$ cat src/rtl/bpsc_pkg.sv
// Shared types and constants for the barometer sequence/compensation block.
// No dependencies; imported by bpsc_serial_mul and the top level.
`default_nettype none

package bpsc_pkg;

   // field and register widths
   localparam int TIME_W      = 32;
   localparam int ADC_W       = 24;
   localparam int COEF_W      = 16;
   localparam int PRES_W      = 32;
   localparam int CSR_IDX_W   = 3;
   localparam int CSR_DATA_W  = 16;

   // shared bit-serial multiplier: signed multiplicand, unsigned multiplier
   localparam int MUL_MCAND_W  = 36;
   localparam int MUL_MPLIER_W = 24;
   localparam int MUL_PROD_W   = MUL_MCAND_W + MUL_MPLIER_W;
   localparam int MUL_CNT_W    = $clog2(MUL_MPLIER_W);

   localparam logic [COEF_W-1:0] WAIT_MS_RESET = 16'd20;

   // configuration register indexes
   typedef enum logic [CSR_IDX_W-1:0] {
      CSR_COEF_SENS      = 3'd0,
      CSR_COEF_OFFSET    = 3'd1,
      CSR_COEF_SENS_TC   = 3'd2,
      CSR_COEF_OFFSET_TC = 3'd3,
      CSR_COEF_TREF      = 3'd4,
      CSR_COEF_TEMPSENS  = 3'd5,
      CSR_WAIT_MS        = 3'd6
   } csr_idx_type;

   // conversion start codes on the result
   typedef enum logic [1:0] {
      START_NONE  = 2'd0,
      START_PRESS = 2'd1,
      START_TEMP  = 2'd2
   } start_code_type;

   // sequencer phase
   typedef enum logic [1:0] {
      PH_START      = 2'd0,
      PH_PRESS_WAIT = 2'd1,
      PH_TEMP_WAIT  = 2'd2
   } phase_type;

   // compensation controller
   typedef enum logic [3:0] {
      ST_IDLE,
      ST_DT,
      ST_GO_OFF,
      ST_MUL_OFF,
      ST_SUM_OFF,
      ST_GO_SENS,
      ST_MUL_SENS,
      ST_SUM_SENS,
      ST_GO_P,
      ST_MUL_P,
      ST_SUM_P,
      ST_SUB_P,
      ST_DONE
   } ctl_state_type;

   // request to the multiplier
   typedef struct packed {
      logic                    start;
      logic [MUL_MCAND_W-1:0]  mcand;
      logic [MUL_MPLIER_W-1:0] mplier;
   } mul_req_type;

endpackage : bpsc_pkg

`default_nettype wire

$ cat src/rtl/bpsc_serial_mul.sv
// Radix-2 shift-add multiplier: one multiplier bit per cycle, signed x unsigned.
// Depends on bpsc_pkg (widths, mul_req_type).
`default_nettype none

module bpsc_serial_mul (
   input  wire logic                              clock,
   input  wire logic                              reset,
   input  wire bpsc_pkg::mul_req_type             req,
   output logic                                   done,
   output logic [bpsc_pkg::MUL_PROD_W-1:0]        product
);
   import bpsc_pkg::*;

   localparam logic [MUL_CNT_W-1:0] LAST_STEP = MUL_CNT_W'(MUL_MPLIER_W - 1);

   logic                     busy_ff, busy_in;
   logic                     done_ff, done_in;
   logic [MUL_CNT_W-1:0]     cnt_ff, cnt_in;
   logic [MUL_MCAND_W-1:0]   m_ff, m_in;
   logic [MUL_MCAND_W:0]     hi_ff, hi_in;   // one guard bit over the multiplicand
   logic [MUL_MPLIER_W-1:0]  q_ff, q_in;
   logic [MUL_MCAND_W:0]     sum;
   logic                     last;

   assign last = busy_ff & (cnt_ff == LAST_STEP);

   always_comb begin
      sum     = hi_ff + (q_ff[0] ? {m_ff[MUL_MCAND_W-1], m_ff} : '0);
      busy_in = busy_ff;
      cnt_in  = cnt_ff;
      m_in    = m_ff;
      hi_in   = hi_ff;
      q_in    = q_ff;
      done_in = 1'b0;
      if (req.start) begin
         busy_in = 1'b1;
         cnt_in  = '0;
         m_in    = req.mcand;
         hi_in   = '0;
         q_in    = req.mplier;
      end else if (busy_ff) begin
         // add then shift the pair right by one (arithmetic)
         hi_in  = {sum[MUL_MCAND_W], sum[MUL_MCAND_W:1]};
         q_in   = {sum[0], q_ff[MUL_MPLIER_W-1:1]};
         cnt_in = cnt_ff + 1'b1;
         if (last) begin
            busy_in = 1'b0;
            done_in = 1'b1;
         end
      end
   end

   always_ff @(posedge clock) begin
      if (reset) begin
         busy_ff <= 1'b0;
         done_ff <= 1'b0;
         cnt_ff  <= '0;
      end else begin
         busy_ff <= busy_in;
         done_ff <= done_in;
         cnt_ff  <= cnt_in;
      end
   end

   always_ff @(posedge clock) begin
      m_ff  <= m_in;
      hi_ff <= hi_in;
      q_ff  <= q_in;
   end

   assign done    = done_ff;
   assign product = {hi_ff[MUL_MCAND_W-1:0], q_ff};

endmodule : bpsc_serial_mul

`default_nettype wire

$ cat src/rtl/baro_pressure_sequence_compensate_core.sv
// Barometer conversion sequencer with first-order pressure compensation (top level).
// Depends on bpsc_pkg and bpsc_serial_mul.
`default_nettype none

// Channel  | Ports                                              | Handshake
// ---------+----------------------------------------------------+----------------------
// request  | req_now_ms, req_adc_word                           | req_valid / req_stall
// response | rsp_start_conversion, rsp_read_taken,              | rsp_valid / rsp_stall
//          | rsp_pressure_valid, rsp_pressure                   |
// config   | csr_index, csr_wdata                               | csr_we, no wait
//
// An item that does not finish a temperature read has its result in the output
// register in the cycle after acceptance. The item that completes the sequence
// runs three 24-step passes through the shared bit-serial multiplier, with dT,
// sum and subtract states around them; its result is loaded once the output is free.
// Reset (synchronous): phase 0, start time and raw pressure zero, coefficients
// zero, wait 20 ms. No item is taken while compensation runs, nor while the
// output register is full and stalled.

module baro_pressure_sequence_compensate_core (
   input  wire logic                               clock,
   input  wire logic                               reset,
   // request channel
   input  wire logic                               req_valid,
   output logic                                    req_stall,
   input  wire logic [bpsc_pkg::TIME_W-1:0]        req_now_ms,
   input  wire logic [bpsc_pkg::ADC_W-1:0]         req_adc_word,
   // response channel
   output logic                                    rsp_valid,
   input  wire logic                               rsp_stall,
   output logic [1:0]                              rsp_start_conversion,
   output logic                                    rsp_read_taken,
   output logic                                    rsp_pressure_valid,
   output logic signed [bpsc_pkg::PRES_W-1:0]      rsp_pressure,
   // configuration
   input  wire logic                               csr_we,
   input  wire logic [bpsc_pkg::CSR_IDX_W-1:0]     csr_index,
   input  wire logic [bpsc_pkg::CSR_DATA_W-1:0]    csr_wdata
);
   import bpsc_pkg::*;

   localparam int DT_W  = ADC_W + 1;          // D2 - C5*256
   localparam int OFF_W = 37;                 // C2*2^16 + C4*dT/128
   localparam int T_W   = 40;                 // D1*SENS / 2^21
   localparam int X_W   = T_W + 1;            // minus OFF

   // ---------------- configuration ----------------
   // calibration word 6 is accepted but not stored: the pressure path ignores it
   logic [COEF_W-1:0] c_sens_ff, c_offset_ff, c_sens_tc_ff, c_offset_tc_ff;
   logic [COEF_W-1:0] c_tref_ff, wait_ms_ff;

   always_ff @(posedge clock) begin
      if (reset) begin
         c_sens_ff      <= '0;
         c_offset_ff    <= '0;
         c_sens_tc_ff   <= '0;
         c_offset_tc_ff <= '0;
         c_tref_ff      <= '0;
         wait_ms_ff     <= WAIT_MS_RESET;
      end else if (csr_we) begin
         case (csr_idx_type'(csr_index))
            CSR_COEF_SENS:      c_sens_ff      <= csr_wdata;
            CSR_COEF_OFFSET:    c_offset_ff    <= csr_wdata;
            CSR_COEF_SENS_TC:   c_sens_tc_ff   <= csr_wdata;
            CSR_COEF_OFFSET_TC: c_offset_tc_ff <= csr_wdata;
            CSR_COEF_TREF:      c_tref_ff      <= csr_wdata;
            CSR_WAIT_MS:        wait_ms_ff     <= csr_wdata;
            default: ;
         endcase
      end
   end

   // ---------------- sequencer ----------------
   ctl_state_type      state_ff, state_in;
   phase_type          phase_ff, phase_in;
   logic [TIME_W-1:0]  start_time_ff, start_time_in;
   logic [ADC_W-1:0]   raw_p_ff, raw_p_in;

   logic               rsp_valid_ff, rsp_valid_in;
   logic [1:0]         start_ff, start_in;
   logic               taken_ff, taken_in;
   logic               pvalid_ff, pvalid_in;
   logic [PRES_W-1:0]  pres_ff, pres_in;

   logic               out_free;
   logic               accept;
   logic               waited;
   logic               launch;        // accepted item finishes the sequence
   logic               load_now;      // immediate result from the accepted item
   logic               load_done;     // compensated result ready
   logic [TIME_W-1:0]  elapsed;

   assign out_free  = !rsp_valid_ff || !rsp_stall;
   assign req_stall = (state_ff != ST_IDLE) || !out_free;
   assign accept    = req_valid && !req_stall;
   assign elapsed   = req_now_ms - start_time_ff;
   assign waited    = (elapsed >= {{(TIME_W-COEF_W){1'b0}}, wait_ms_ff});

   always_comb begin
      phase_in      = phase_ff;
      start_time_in = start_time_ff;
      raw_p_in      = raw_p_ff;
      start_in      = START_NONE;
      taken_in      = 1'b0;
      launch        = 1'b0;
      case (phase_ff)
         PH_PRESS_WAIT: begin
            if (waited) begin
               raw_p_in      = req_adc_word;
               taken_in      = 1'b1;
               start_in      = START_TEMP;
               start_time_in = req_now_ms;
               phase_in      = PH_TEMP_WAIT;
            end
         end
         PH_TEMP_WAIT: begin
            if (waited) begin
               launch   = 1'b1;
               phase_in = PH_START;
            end
         end
         default: begin
            // start of sequence, and the unused phase code behaves the same
            start_in      = START_PRESS;
            start_time_in = req_now_ms;
            phase_in      = PH_PRESS_WAIT;
         end
      endcase
   end

   assign load_now = accept && !launch;

   always_ff @(posedge clock) begin
      if (reset) begin
         phase_ff      <= PH_START;
         start_time_ff <= '0;
         raw_p_ff      <= '0;
      end else if (accept) begin
         phase_ff      <= phase_in;
         start_time_ff <= start_time_in;
         raw_p_ff      <= raw_p_in;
      end
   end

   // ---------------- compensation datapath ----------------
   mul_req_type              mul_req;
   logic                     mul_done;
   logic [MUL_PROD_W-1:0]    prod;

   logic [ADC_W-1:0]  d2_ff;
   logic [DT_W-1:0]   dt_ff, dt_in;
   logic [OFF_W-1:0]  off_ff, off_in;
   logic [MUL_MCAND_W-1:0] sens_ff, sens_in;
   logic [T_W-1:0]    t_ff, t_in;
   logic [X_W-1:0]    x_ff, x_in;
   logic [X_W-1:0]    q15;
   logic [PRES_W-1:0] pres_sat;

   logic [MUL_PROD_W-1:0] prod_sh7, prod_sh8, prod_sh21;
   logic [X_W-1:0]        x_sh15;
   logic corr7, corr8, corr21, corr15;

   logic ld_dt, ld_off, ld_sens, ld_t, ld_x;

   bpsc_serial_mul u_mul (
      .clock   (clock),
      .reset   (reset),
      .req     (mul_req),
      .done    (mul_done),
      .product (prod)
   );

   // truncating division by 2^k: arithmetic shift, plus one for a negative
   // value with bits shifted out
   always_comb begin
      prod_sh7  = $signed(prod) >>> 7;
      prod_sh8  = $signed(prod) >>> 8;
      prod_sh21 = $signed(prod) >>> 21;
      x_sh15    = $signed(x_ff) >>> 15;
      corr7     = prod[MUL_PROD_W-1] & (|prod[6:0]);
      corr8     = prod[MUL_PROD_W-1] & (|prod[7:0]);
      corr21    = prod[MUL_PROD_W-1] & (|prod[20:0]);
      corr15    = x_ff[X_W-1] & (|x_ff[14:0]);

      dt_in   = {1'b0, d2_ff} - {1'b0, c_tref_ff, 8'b0};
      off_in  = {{(OFF_W-COEF_W-16){1'b0}}, c_offset_ff, 16'b0}
              + prod_sh7[OFF_W-1:0] + {{(OFF_W-1){1'b0}}, corr7};
      sens_in = {{(MUL_MCAND_W-COEF_W-15){1'b0}}, c_sens_ff, 15'b0}
              + prod_sh8[MUL_MCAND_W-1:0] + {{(MUL_MCAND_W-1){1'b0}}, corr8};
      t_in    = prod_sh21[T_W-1:0] + {{(T_W-1){1'b0}}, corr21};
      x_in    = {t_ff[T_W-1], t_ff} - {{(X_W-OFF_W){off_ff[OFF_W-1]}}, off_ff};

      q15 = x_sh15 + {{(X_W-1){1'b0}}, corr15};
      // saturate: the bits above the 32-bit range must all match the sign
      if (q15[X_W-1:PRES_W-1] == {(X_W-PRES_W+1){q15[X_W-1]}}) begin
         pres_sat = q15[PRES_W-1:0];
      end else if (q15[X_W-1]) begin
         pres_sat = {1'b1, {(PRES_W-1){1'b0}}};
      end else begin
         pres_sat = {1'b0, {(PRES_W-1){1'b1}}};
      end
   end

   // next state
   always_comb begin
      state_in = state_ff;
      case (state_ff)
         ST_IDLE:     if (accept && launch) state_in = ST_DT;
         ST_DT:       state_in = ST_GO_OFF;
         ST_GO_OFF:   state_in = ST_MUL_OFF;
         ST_MUL_OFF:  if (mul_done) state_in = ST_SUM_OFF;
         ST_SUM_OFF:  state_in = ST_GO_SENS;
         ST_GO_SENS:  state_in = ST_MUL_SENS;
         ST_MUL_SENS: if (mul_done) state_in = ST_SUM_SENS;
         ST_SUM_SENS: state_in = ST_GO_P;
         ST_GO_P:     state_in = ST_MUL_P;
         ST_MUL_P:    if (mul_done) state_in = ST_SUM_P;
         ST_SUM_P:    state_in = ST_SUB_P;
         ST_SUB_P:    state_in = ST_DONE;
         ST_DONE:     if (out_free) state_in = ST_IDLE;
         default:     state_in = ST_IDLE;
      endcase
   end

   // controller outputs
   always_comb begin
      mul_req.start  = 1'b0;
      mul_req.mcand  = {{(MUL_MCAND_W-DT_W){dt_ff[DT_W-1]}}, dt_ff};
      mul_req.mplier = {{(MUL_MPLIER_W-COEF_W){1'b0}}, c_offset_tc_ff};
      ld_dt     = 1'b0;
      ld_off    = 1'b0;
      ld_sens   = 1'b0;
      ld_t      = 1'b0;
      ld_x      = 1'b0;
      load_done = 1'b0;
      case (state_ff)
         ST_DT:       ld_dt = 1'b1;
         ST_GO_OFF:   mul_req.start = 1'b1;
         ST_SUM_OFF:  ld_off = 1'b1;
         ST_GO_SENS: begin
            mul_req.start  = 1'b1;
            mul_req.mplier = {{(MUL_MPLIER_W-COEF_W){1'b0}}, c_sens_tc_ff};
         end
         ST_SUM_SENS: ld_sens = 1'b1;
         ST_GO_P: begin
            mul_req.start  = 1'b1;
            mul_req.mcand  = sens_ff;
            mul_req.mplier = raw_p_ff;
         end
         ST_SUM_P:    ld_t = 1'b1;
         ST_SUB_P:    ld_x = 1'b1;
         ST_DONE:     load_done = out_free;
         default: ;
      endcase
   end

   always_ff @(posedge clock) begin
      if (reset) begin
         state_ff <= ST_IDLE;
      end else begin
         state_ff <= state_in;
      end
   end

   always_ff @(posedge clock) begin
      if (accept) begin
         d2_ff <= req_adc_word;
      end
      if (ld_dt) begin
         dt_ff <= dt_in;
      end
      if (ld_off) begin
         off_ff <= off_in;
      end
      if (ld_sens) begin
         sens_ff <= sens_in;
      end
      if (ld_t) begin
         t_ff <= t_in;
      end
      if (ld_x) begin
         x_ff <= x_in;
      end
   end

   // ---------------- output register ----------------
   always_comb begin
      rsp_valid_in = rsp_valid_ff;
      if (load_now || load_done) begin
         rsp_valid_in = 1'b1;
      end else if (rsp_valid_ff && !rsp_stall) begin
         rsp_valid_in = 1'b0;
      end
      if (load_done) begin
         pvalid_in = 1'b1;
         pres_in   = pres_sat;
      end else begin
         pvalid_in = 1'b0;
         pres_in   = '0;
      end
   end

   always_ff @(posedge clock) begin
      if (reset) begin
         rsp_valid_ff <= 1'b0;
      end else begin
         rsp_valid_ff <= rsp_valid_in;
      end
   end

   always_ff @(posedge clock) begin
      if (load_now) begin
         start_ff  <= start_in;
         taken_ff  <= taken_in;
         pvalid_ff <= pvalid_in;
         pres_ff   <= pres_in;
      end else if (load_done) begin
         start_ff  <= START_NONE;
         taken_ff  <= 1'b1;
         pvalid_ff <= pvalid_in;
         pres_ff   <= pres_in;
      end
   end

   assign rsp_valid            = rsp_valid_ff;
   assign rsp_start_conversion = start_ff;
   assign rsp_read_taken       = taken_ff;
   assign rsp_pressure_valid   = pvalid_ff;
   assign rsp_pressure         = $signed(pres_ff);

endmodule : baro_pressure_sequence_compensate_core

`default_nettype wire
$ cat config.mk
export PLATFORM = sky130hd
export DESIGN_NAME = baro_pressure_sequence_compensate_core
export DESIGN_NICKNAME = d
export VERILOG_FILES = /design/src/rtl/bpsc_pkg.sv /design/src/rtl/bpsc_serial_mul.sv /design/src/rtl/baro_pressure_sequence_compensate_core.sv
export SDC_FILE = /design/constraint.sdc
export NUM_CORES = 1
export LEC_CHECK = 0
export BUFFER_PORTS_ARGS = -buffer_cell sky130_fd_sc_hd__buf_2
export CORE_MARGIN = 3
export CORE_UTILIZATION = 45
export CTS_CLUSTER_DIAMETER = 60
export DETAILED_ROUTE_END_ITERATION = 8
export PLACE_DENSITY_LB_ADDON = 0.05
export SYNTH_ARGS = -nofsm -noshare
export SYNTH_HDL_FRONTEND = slang
export SYNTH_HIERARCHICAL = 1
export SYNTH_SLANG_ARGS = --single-unit
$ cat constraint.sdc
create_clock -name clock -period 7.8 [get_ports clock]
set_clock_uncertainty 0.15 [all_clocks]
set_input_delay 0.78 -clock clock [delete_from_list [all_inputs] [get_ports clock]]
set_output_delay 0.78 -clock clock [all_outputs]
set_load 0.005 [all_outputs]
==> results of run 1 <==
## metal layers
metal	track usage, %	vias up	share of wire [%]
met3	3.090	117	4.5
met4	6.013	2	2.7
li1	-	10720	-
met2	38.12	526	47
met5	0	-	0.017
met1	29.84	10270	45
## state kept, by name, indices dropped and copies added, names as in the netlist, 4 cells and up
signal / cells
u_mul/q_ff: 24
u_mul/cnt_ff: 5
u_mul/m_ff: 36
c_tref_ff: 16
c_offset_ff: 16
rsp_pressure: 27
c_offset_tc_ff: 16
d2_ff: 24
dt_ff: 25
u_mul/hi_ff: 36
state_ff: 4
t_ff: 40
start_time_ff: 32
sens_ff: 36
raw_p_ff: 24
off_ff: 37
c_sens_ff: 16
c_sens_tc_ff: 16
wait_ms_ff: 16
x_ff: 41
## per-stage QoR
stage | worst slack (ns) | hold WS (ns) | total power (W) | area (sq um)
after global routing | 1.285 | 0.1339 | 0.009301 | 31780
after CTS | 1.763 | 0.1265 | 0.008895 | 31780
after floorplan | 1.830 | 0.2503 | 0.005272 | 28430
after detailed placement | 1.182 | 0.2561 | 0.006039 | 29750
after global placement | 1.279 | 0.2573 | 0.005998 | 29750
final | 1.837 | 0.1625 | 0.008834 | 31780
## cell type report
class | instances | share of cell area (%)
clock buffer | 88 | 5.473
clock inverter | 22 | 0.9252
inverter | 154 | 1.819
multi-input combinational | 2166 | 45.58
sequential | 496 | 40.51
tap | 837 | 3.295
timing repair buffer | 140 | 2.406
## final timing paths
| check | to | slack [ns] | from |
|---|---|---|---|
| max | rsp_pressure[11]$_SDFFCE_PN0P_ | 1.84 | start_time_ff[0]$_SDFFE_PP0P_ |
| min | d2_ff[7]$_DFFE_PP_ | 0.16 | req_adc_word[7] |
| max reg2reg | rsp_pressure[11]$_SDFFCE_PN0P_ | 1.84 | start_time_ff[0]$_SDFFE_PP0P_ |
| min reg2reg | dt_ff[0]$_DFFE_PP_ | 0.27 | d2_ff[0]$_DFFE_PP_ |
## power groups by stage
| stage | logic, W | registers [W] | clock network, W |
|---|---|---|---|
| 2_1_floorplan | 0.00186 | 0.00341 | 0 |
| 3_3_place_gp | 0.00239 | 0.00360 | 0 |
| 3_5_place_dp | 0.00243 | 0.00361 | 0 |
| 4_1_cts | 0.00244 | 0.00355 | 0.00290 |
| 5_1_grt | 0.00271 | 0.00359 | 0.00300 |
| 6_report | 0.00245 | 0.00356 | 0.00283 |
## Yosys cell counts (32+ instances only)
master	n	area, sq um
nand2_1	409	1535
dfxtp_1	202	4044
clkbuf_1	93	349.1
o21ai_0	89	445.4
mux2i_1	41	410.4
nor2_1	213	799.5
ha_1	182	2277
mux2_2	51	574.3
a21o_1	58	435.4
o2111ai_1	39	341.6
inv_1	153	574.3
xor2_1	86	753.2
nor3_1	34	170.2
xnor2_1	127	1112
a21oi_1	241	1206
edfxtp_1	294	8828
nand3_1	78	390.4
and3_1	32	200.2
and2_1	63	394.1
nand4_1	36	225.2
## cell families after synthesis
family | count (synthesis) | share of synthesized area, %
flops | 496 | 45.28
fa+ha+maj | 186 | 8.292
compound gates | 678 | 16.15
simple gates | 997 | 16.28
xor+xnor | 213 | 6.562
buf+inv | 276 | 3.965
mux | 92 | 3.464
## cell usage in the layout, fill, tap and decap left out, drive strengths merged, types with 7 or more instances in the layout
cell type	Yosys	routed
a211o	8	8
a211oi	22	22
a21boi	9	9
a21o	58	58
a21oi	243	243
a22oi	18	18
a311oi	7	7
a31oi	19	19
and2	65	65
and3	33	33
and4	8	8
buf	27	140
clkbuf	95	88
clkinv	1	16
dfxtp	202	202
edfxtp	294	294
ha	182	182
inv	153	155
mux2	51	51
mux2i	41	41
nand2	413	413
nand2b	29	29
nand3	79	79
nand4	36	36
nor2	214	214
nor2b	26	26
nor3	35	35
nor4	14	14
o2111ai	39	39
o211ai	10	10
o21a	29	29
o21ai	97	97
o21bai	16	16
o31ai	48	48
or2	11	11
or3	13	13
xnor2	127	127
xor2	86	86
==> results by group, run 1 <==
Final layout
  – Util after Layout: 51.21%
  – Number of diodes: 0
  – Fillers: 5680
  – Layout cells sized above 1: a little under an eighth
  – Post-layout net count: 3282
  – Synth-to-Final Area Change: 11.79%
  – Post-route insts no fill: 3903
  – Area occupied by multi-input gates: 14480 sq um
  – Register Area: approximately 13000 sq um

Synth
  – Gate Count Post-Synth: a little under 3000
  – Syn Nets: 3204
  – Async SR Flop Fraction: 0%
  – Post-synth EDFFs: just under 300
  – Seq/Total Area, Yosys: 45.28%
  – Synth warn: 6
  – Leading register cell type out of synthesis: edfxtp_1
  – Average size of a mapped cell: slightly below 10 sq um
  – Synth cell types: 96
  – Synth Register Bits: roughly 500
  – Cell Area, Synth: 28430 sq um

Die
  – Die Span Y: 257.3 um
  – Die area: approximately 66000 sq um
  – Starting Density: 45.81%
  – Die Wd: approximately 260 um
  – Core area: 62050 sq um
  – Rows: just over 90
  – I/O pin cnt: 118

Global routing
  – First-pass GRT wire length: 117900 um
  – Gr usage total: about 22%
  – Vias in the first global route: 21350
  – Initial antenna violation count: 2
  – Largest net degree at the start of global routing: 90
  – Total grt overflow: 0

Clock network
  – Sink Count: 496
  – H-tree depth: 2
  – Post-CTS setup buffer count: 0
  – Num CTS Buffers: 58
  – Clk buf depth: 3
  – Hold-fix buffers, CTS: 0
  – CTS tree: done
  – Root Driver: clkbuf_16
  – Clk slew on worst S/H paths: 0.06 ns
  – Post_cts resized: 0
  – Clock Latency Late Sink: 0.66 ns

Routing
  – DR iter-0 viols: 1276
  – DR vias: 21630
  – Routed Wire Length: 75580 um
  – Via-to-Cell Ratio: roughly 5.5
  – Wire length per cell: 19.36 um
  – First drt pass iteration count: 5
  – ANT nets after route: 0
  – # DRC: 0

Timing
  – Slew Limit Fails: 0
  – Fmax: 167.7 MHz
  – Worst slew margin: 22.25%
  – Fin crit share: 76.44%
  – Final worst path period need: 5.963 ns
  – RSZ-0062 raised after global routing: no
  – Final hold violations: 0
  – Total negative slack: 0 ns
  – # setup viols final: 0
  – Slew @ Worst Pin: 1.164 ns

Pwr
  – Clock power share: 32.0%
  – Pleak: 12.35 nW
  – Sw power: 0.002989 W
  – Internal Pwr Total: slightly below 0.006 W
  – VDD IR-drop max: around 0.17 mV
  – Seq pwr share: 40.3%
  – Sw Share: 33.84%
  – Comb power frac: about 28%
  – Cell Pwr Density: 278.0 nW/um^2

Setup path
  – Setup crit end kind: flop
  – R2R depth: 22
  – Worst path arrival time: 6.09 ns
  – Crit-path max cell delay: ~0.45 ns
  – CP max-delay cell: a211oi_1
  – Worst Path Max Fanout: 33
  – Setup CP Type: flop to flop
  – Required time worst endpoint: 7.92 ns
  – CP Depth: 22
  – Critical path buffer and inverter count: 2
  – Cell breakdown of the critical path: ha_1 > fa_1 > nand2b_1 > a211oi_1 > o21ai_0 > nand2_1 > a211o_1 > a21oi_1 > xnor2_1 > ha_1 > a21o_1 > a211oi_1 > o221ai_1 > a2111oi_0 > nand2_1 > nor4_1 > nand4b_1 > or3_1 > buf_4 > a21o_1 > nand2_1 > buf_4
  – Worst setup SP type: flop
  – Top cell by count, worst path: nand2_1
  – Largest delay share family, worst path: compound AO/OA/AOI/OAI gates

Run status
  – Status: complete, no violations

Place
  – Placed insts: 3793
  – Gp weighted congestion: 0.9053
  – I/O Buffers: around 120
  – DP Wirelength: 56490 um

Min path
  – Worst hold path class: input port to flop
  – Hold Path Depth: 1

Flow run
  – MaxCap Viol Count: 0
(Power assumes the default switching activity.)
==> run 2, diff against run 1 <==
ABC_AREA = 1   (was default)
clock period = 6.2 ns   (was 7.8 ns; I/O delays follow)
==> run 2 against run 1 <==
Final cell count up 25%. Flip-flop and latch count unchanged. Highest routed layer is now met4. Total power rose by 59%. Register-to-register slack better by 0.12 ns. Final area is 4.7% higher. Hold slack got worse by 0.12 ns. Via count increased by 13%. Global-route usage grew 1.0 points. Combinational power is 130% higher. Worst setup slack better by 0.12 ns.
==> results by group, run 2 <==
Run status
  – Status: complete, no violations

Global routing
  – Vias in the first global route: 23400
  – Initial antenna violation count: 1
  – First-pass GRT wire length: 128800 um
  – Gr usage total: 23.37%
  – Largest net degree at the start of global routing: 92
  – Total grt overflow: 0

Setup path
  – Setup crit end kind: flop
  – Setup CP Type: flop to flop
  – Worst Path Max Fanout: 32
  – Worst setup SP type: flop
  – Worst path arrival time: approximately 4.3 ns
  – Required time worst endpoint: 6.28 ns

Synth
  – Cell with the most instances after synthesis: nand2_1
  – Seq/Total Area, Yosys: 43.03%
  – Synth warn: 6
  – Syn Nets: 4120
  – Average size of a mapped cell: ~7.8 sq um
  – Post-synth EDFFs: 294
  – Commonest cells in the synthesized netlist: nand2_1, inv_1, nor2_1, edfxtp_1, a21oi_1
  – Leading post-synthesis cells by cell area: edfxtp_1, dfxtp_1, nand2_1
  – Leading area contributor after synthesis: edfxtp_1
  – Async SR Flop Fraction: 0%
  – Cell Area, Synth: 29910 sq um
  – Synth Register Bits: about 500
  – Top cell type's share of synthesized area: 29.51%
  – Synth cell types: 62
  – Leading register cell type out of synthesis: edfxtp_1
  – Gate Count Post-Synth: about 3900

Clock network
  – Clock Latency Late Sink: between 0.6 and 0.7 ns
  – Clk slew on worst S/H paths: roughly 0.060 ns
  – Root Driver: clkbuf_16
  – Num CTS Buffers: slightly below 60
  – CTS tree: done
  – H-tree depth: 2
  – Sink Count: 496
  – Clk buf depth: 3
  – Post_cts resized: 0

Routing
  – First drt pass iteration count: 7
  – Wire length per cell: about 17 um
  – Via-to-Cell Ratio: about 5
  – # DRC: 0
  – Routed Wire Length: between 80000 and 90000 um
  – DR iter-0 viols: 1620
  – ANT nets after route: 0
  – DR vias: between 20000 and 25000

Die
  – Die area: approximately 70000 sq um
  – Die Wd: between 200 and 300 um
  – Die Span Y: 263.8 um
  – I/O pin cnt: 118
  – Core area: 65160 sq um
  – Rows: 93
  – Starting Density: 45.91%

Final layout
  – Layout cells sized above 1: 8.215%
  – Fillers: 6528
  – Most frequent cells in the layout: nand2_1, inv_1, nor2_1, edfxtp_1, a21oi_1
  – Synth-to-Final Area Change: 11.23%
  – Commonest non-fill, non-tap cell in the layout: nand2_1
  – Post-layout net count: roughly 4200
  – Biggest register: x_ff
  – Max FFs per register: between 40 and 50
  – Largest registers: x_ff x41, t_ff x40, off_ff x37

Timing
  – Fin worst setup slack: 1.959 ns
  – Final worst path period need: about 4.2 ns
  – Fmax: 235.8 MHz
  – Total negative slack: 0 ns
  – Worst slew margin: about a quarter
  – Slew @ Worst Pin: 1.127 ns
  – RSZ-0062 raised after global routing: no
  – Slew Limit Fails: 0
  – Fin crit share: about two thirds
  – Final hold violations: 0
  – # setup viols final: 0

Min path
  – Worst hold path class: input port to flop

Pwr
  – Clock power share: about a quarter
  – Sw power: 0.005783 W
  – Comb power frac: 40.3%
  – Seq pwr share: 36.1%
  – Cell Pwr Density: 423.1 nW/um^2
  – Sw Share: 41.08%
  – VDD IR-drop max: roughly 0.26 mV
  – Pleak: between 15 and 20 nW
  – Internal Pwr Total: 0.008296 W

Place
  – I/O Buffers: 117
  – Setup slack at placement: 1.512 ns
  – Gp weighted congestion: around 0.9
  – DP Wirelength: 64190 um

Flow run
  – MaxCap Viol Count: 0
## run 2: cell types whose count changed in the layout (fill, tap and decap cells not counted), sizes merged, moves of 52 or more
| cell | delta |
|---|---|
| inv | +457 |
| and2 | -62 |
| xnor2 | -77 |
| a21o | -52 |
| o21ai | +152 |
| nand2 | +565 |
| nor2 | +210 |
## run 2: repair_timing
item,CTS,global route
hold buffers,4,0
endpoints found under the hold margin,4,0
setup buffers,0,0
## run 2: layout make-up
class / count / area [sq um] / share of cell area (%)
Multi-Input combinational cell: 2660 / 14390 / 43.25
Sequential cell: 496 / 12870 / 38.69
Inverter: 612 / 2298 / 6.908
Clock buffer: 75 / 1555 / 4.674
Tap cell: 855 / 1070 / 3.215
Timing Repair Buffer: 140 / 768.2 / 2.309
Clock inverter: 34 / 317.8 / 0.9551
Antenna cell: 1 / 2.502 / 0.007520
## run 2: stage by stage
step / cell area, sq um / total power, W / cells / hold slack [ns] / util [%]
after floorplan: 29910 / 0.009062 / 3854 / 0.2503 / -
after global placement: 31360 / 0.01077 / 4759 / 0.2761 / 48.12
after detailed placement: 31360 / 0.01079 / 4759 / 0.2554 / 48.12
after CTS: 33270 / 0.01417 / 4872 / 0.001634 / 51.06
after global routing: 33270 / 0.01515 / 4872 / 0.01405 / 51.06
final: 33270 / 0.01408 / 4873 / 0.04069 / 51.06
## run 2: path summary, 6_finish.rpt
path | from | to | slack [ns] | cells after the start
setup reg to reg | start_time_ff[0]$_SDFFE_PP0P_ | rsp_pressure[1]$_SDFFCE_PN0P_ | 1.96 | 20
hold reg to reg | d2_ff[3]$_DFFE_PP_ | dt_ff[3]$_DFFE_PP_ | 0.27 | 0
setup / recovery | start_time_ff[0]$_SDFFE_PP0P_ | rsp_pressure[1]$_SDFFCE_PN0P_ | 1.96 | 20
hold / removal | req_adc_word[10] | d2_ff[10]$_DFFE_PP_ | 0.04 | 1
## run 2: kinds of logic (layout without fill, tap and decap cells)
logic type	count (synthesis)	count (layout)	share of synthesized area, %
buffers and inverters	698	861	9.043
and+or+nand+nor	1660	1660	23.14
adders and majority gates	186	186	7.880
DFF	496	496	43.03
xor gates and xnor gates	184	184	5.387
AOI/OAI and AO/OA	630	630	11.52
other	0	1	0
## run 2: power groups by stage
stage / clock network, W / logic, W / registers, W
after detailed placement: 0 / 0.00566 / 0.00514
after CTS: 0.00341 / 0.00569 / 0.00507
after global placement: 0 / 0.00564 / 0.00513
final: 0.00332 / 0.00567 / 0.00508
after floorplan: 0 / 0.00419 / 0.00487
after global routing: 0.00354 / 0.00646 / 0.00515
## run 2: layer usage
| metal | vias up | part of all wire (%) | track usage (%) |
|---|---|---|---|
| met1 | 11130 | 47 | 32.82 |
| met4 | 0 | 2.2 | 6.091 |
| met2 | 532 | 46 | 38.31 |
| met3 | 101 | 5.2 | 2.850 |
| met5 | - | 0 | 0 |
| li1 | 12760 | - | - |
## run 2: worst max-delay path, cell delays in order (launching register included)
cell and delay (ns):
dfxtp_1 0.32, ha_1 0.21, fa_1 0.40, inv_1 0.13, nand3_1 0.08, nand3_1 0.17, nand3_1 0.10, nand3_1 0.17
xor2_1 0.13, ha_1 0.19, a21oi_1 0.12, nor3_1 0.06, a211oi_1 0.17, nand3_1 0.10, nor2_1 0.09, nand2_1 0.07
nor2_2 0.15, nand2_2 0.12, nand2_1 0.10, nand2_1 0.09, nand2_2 0.67
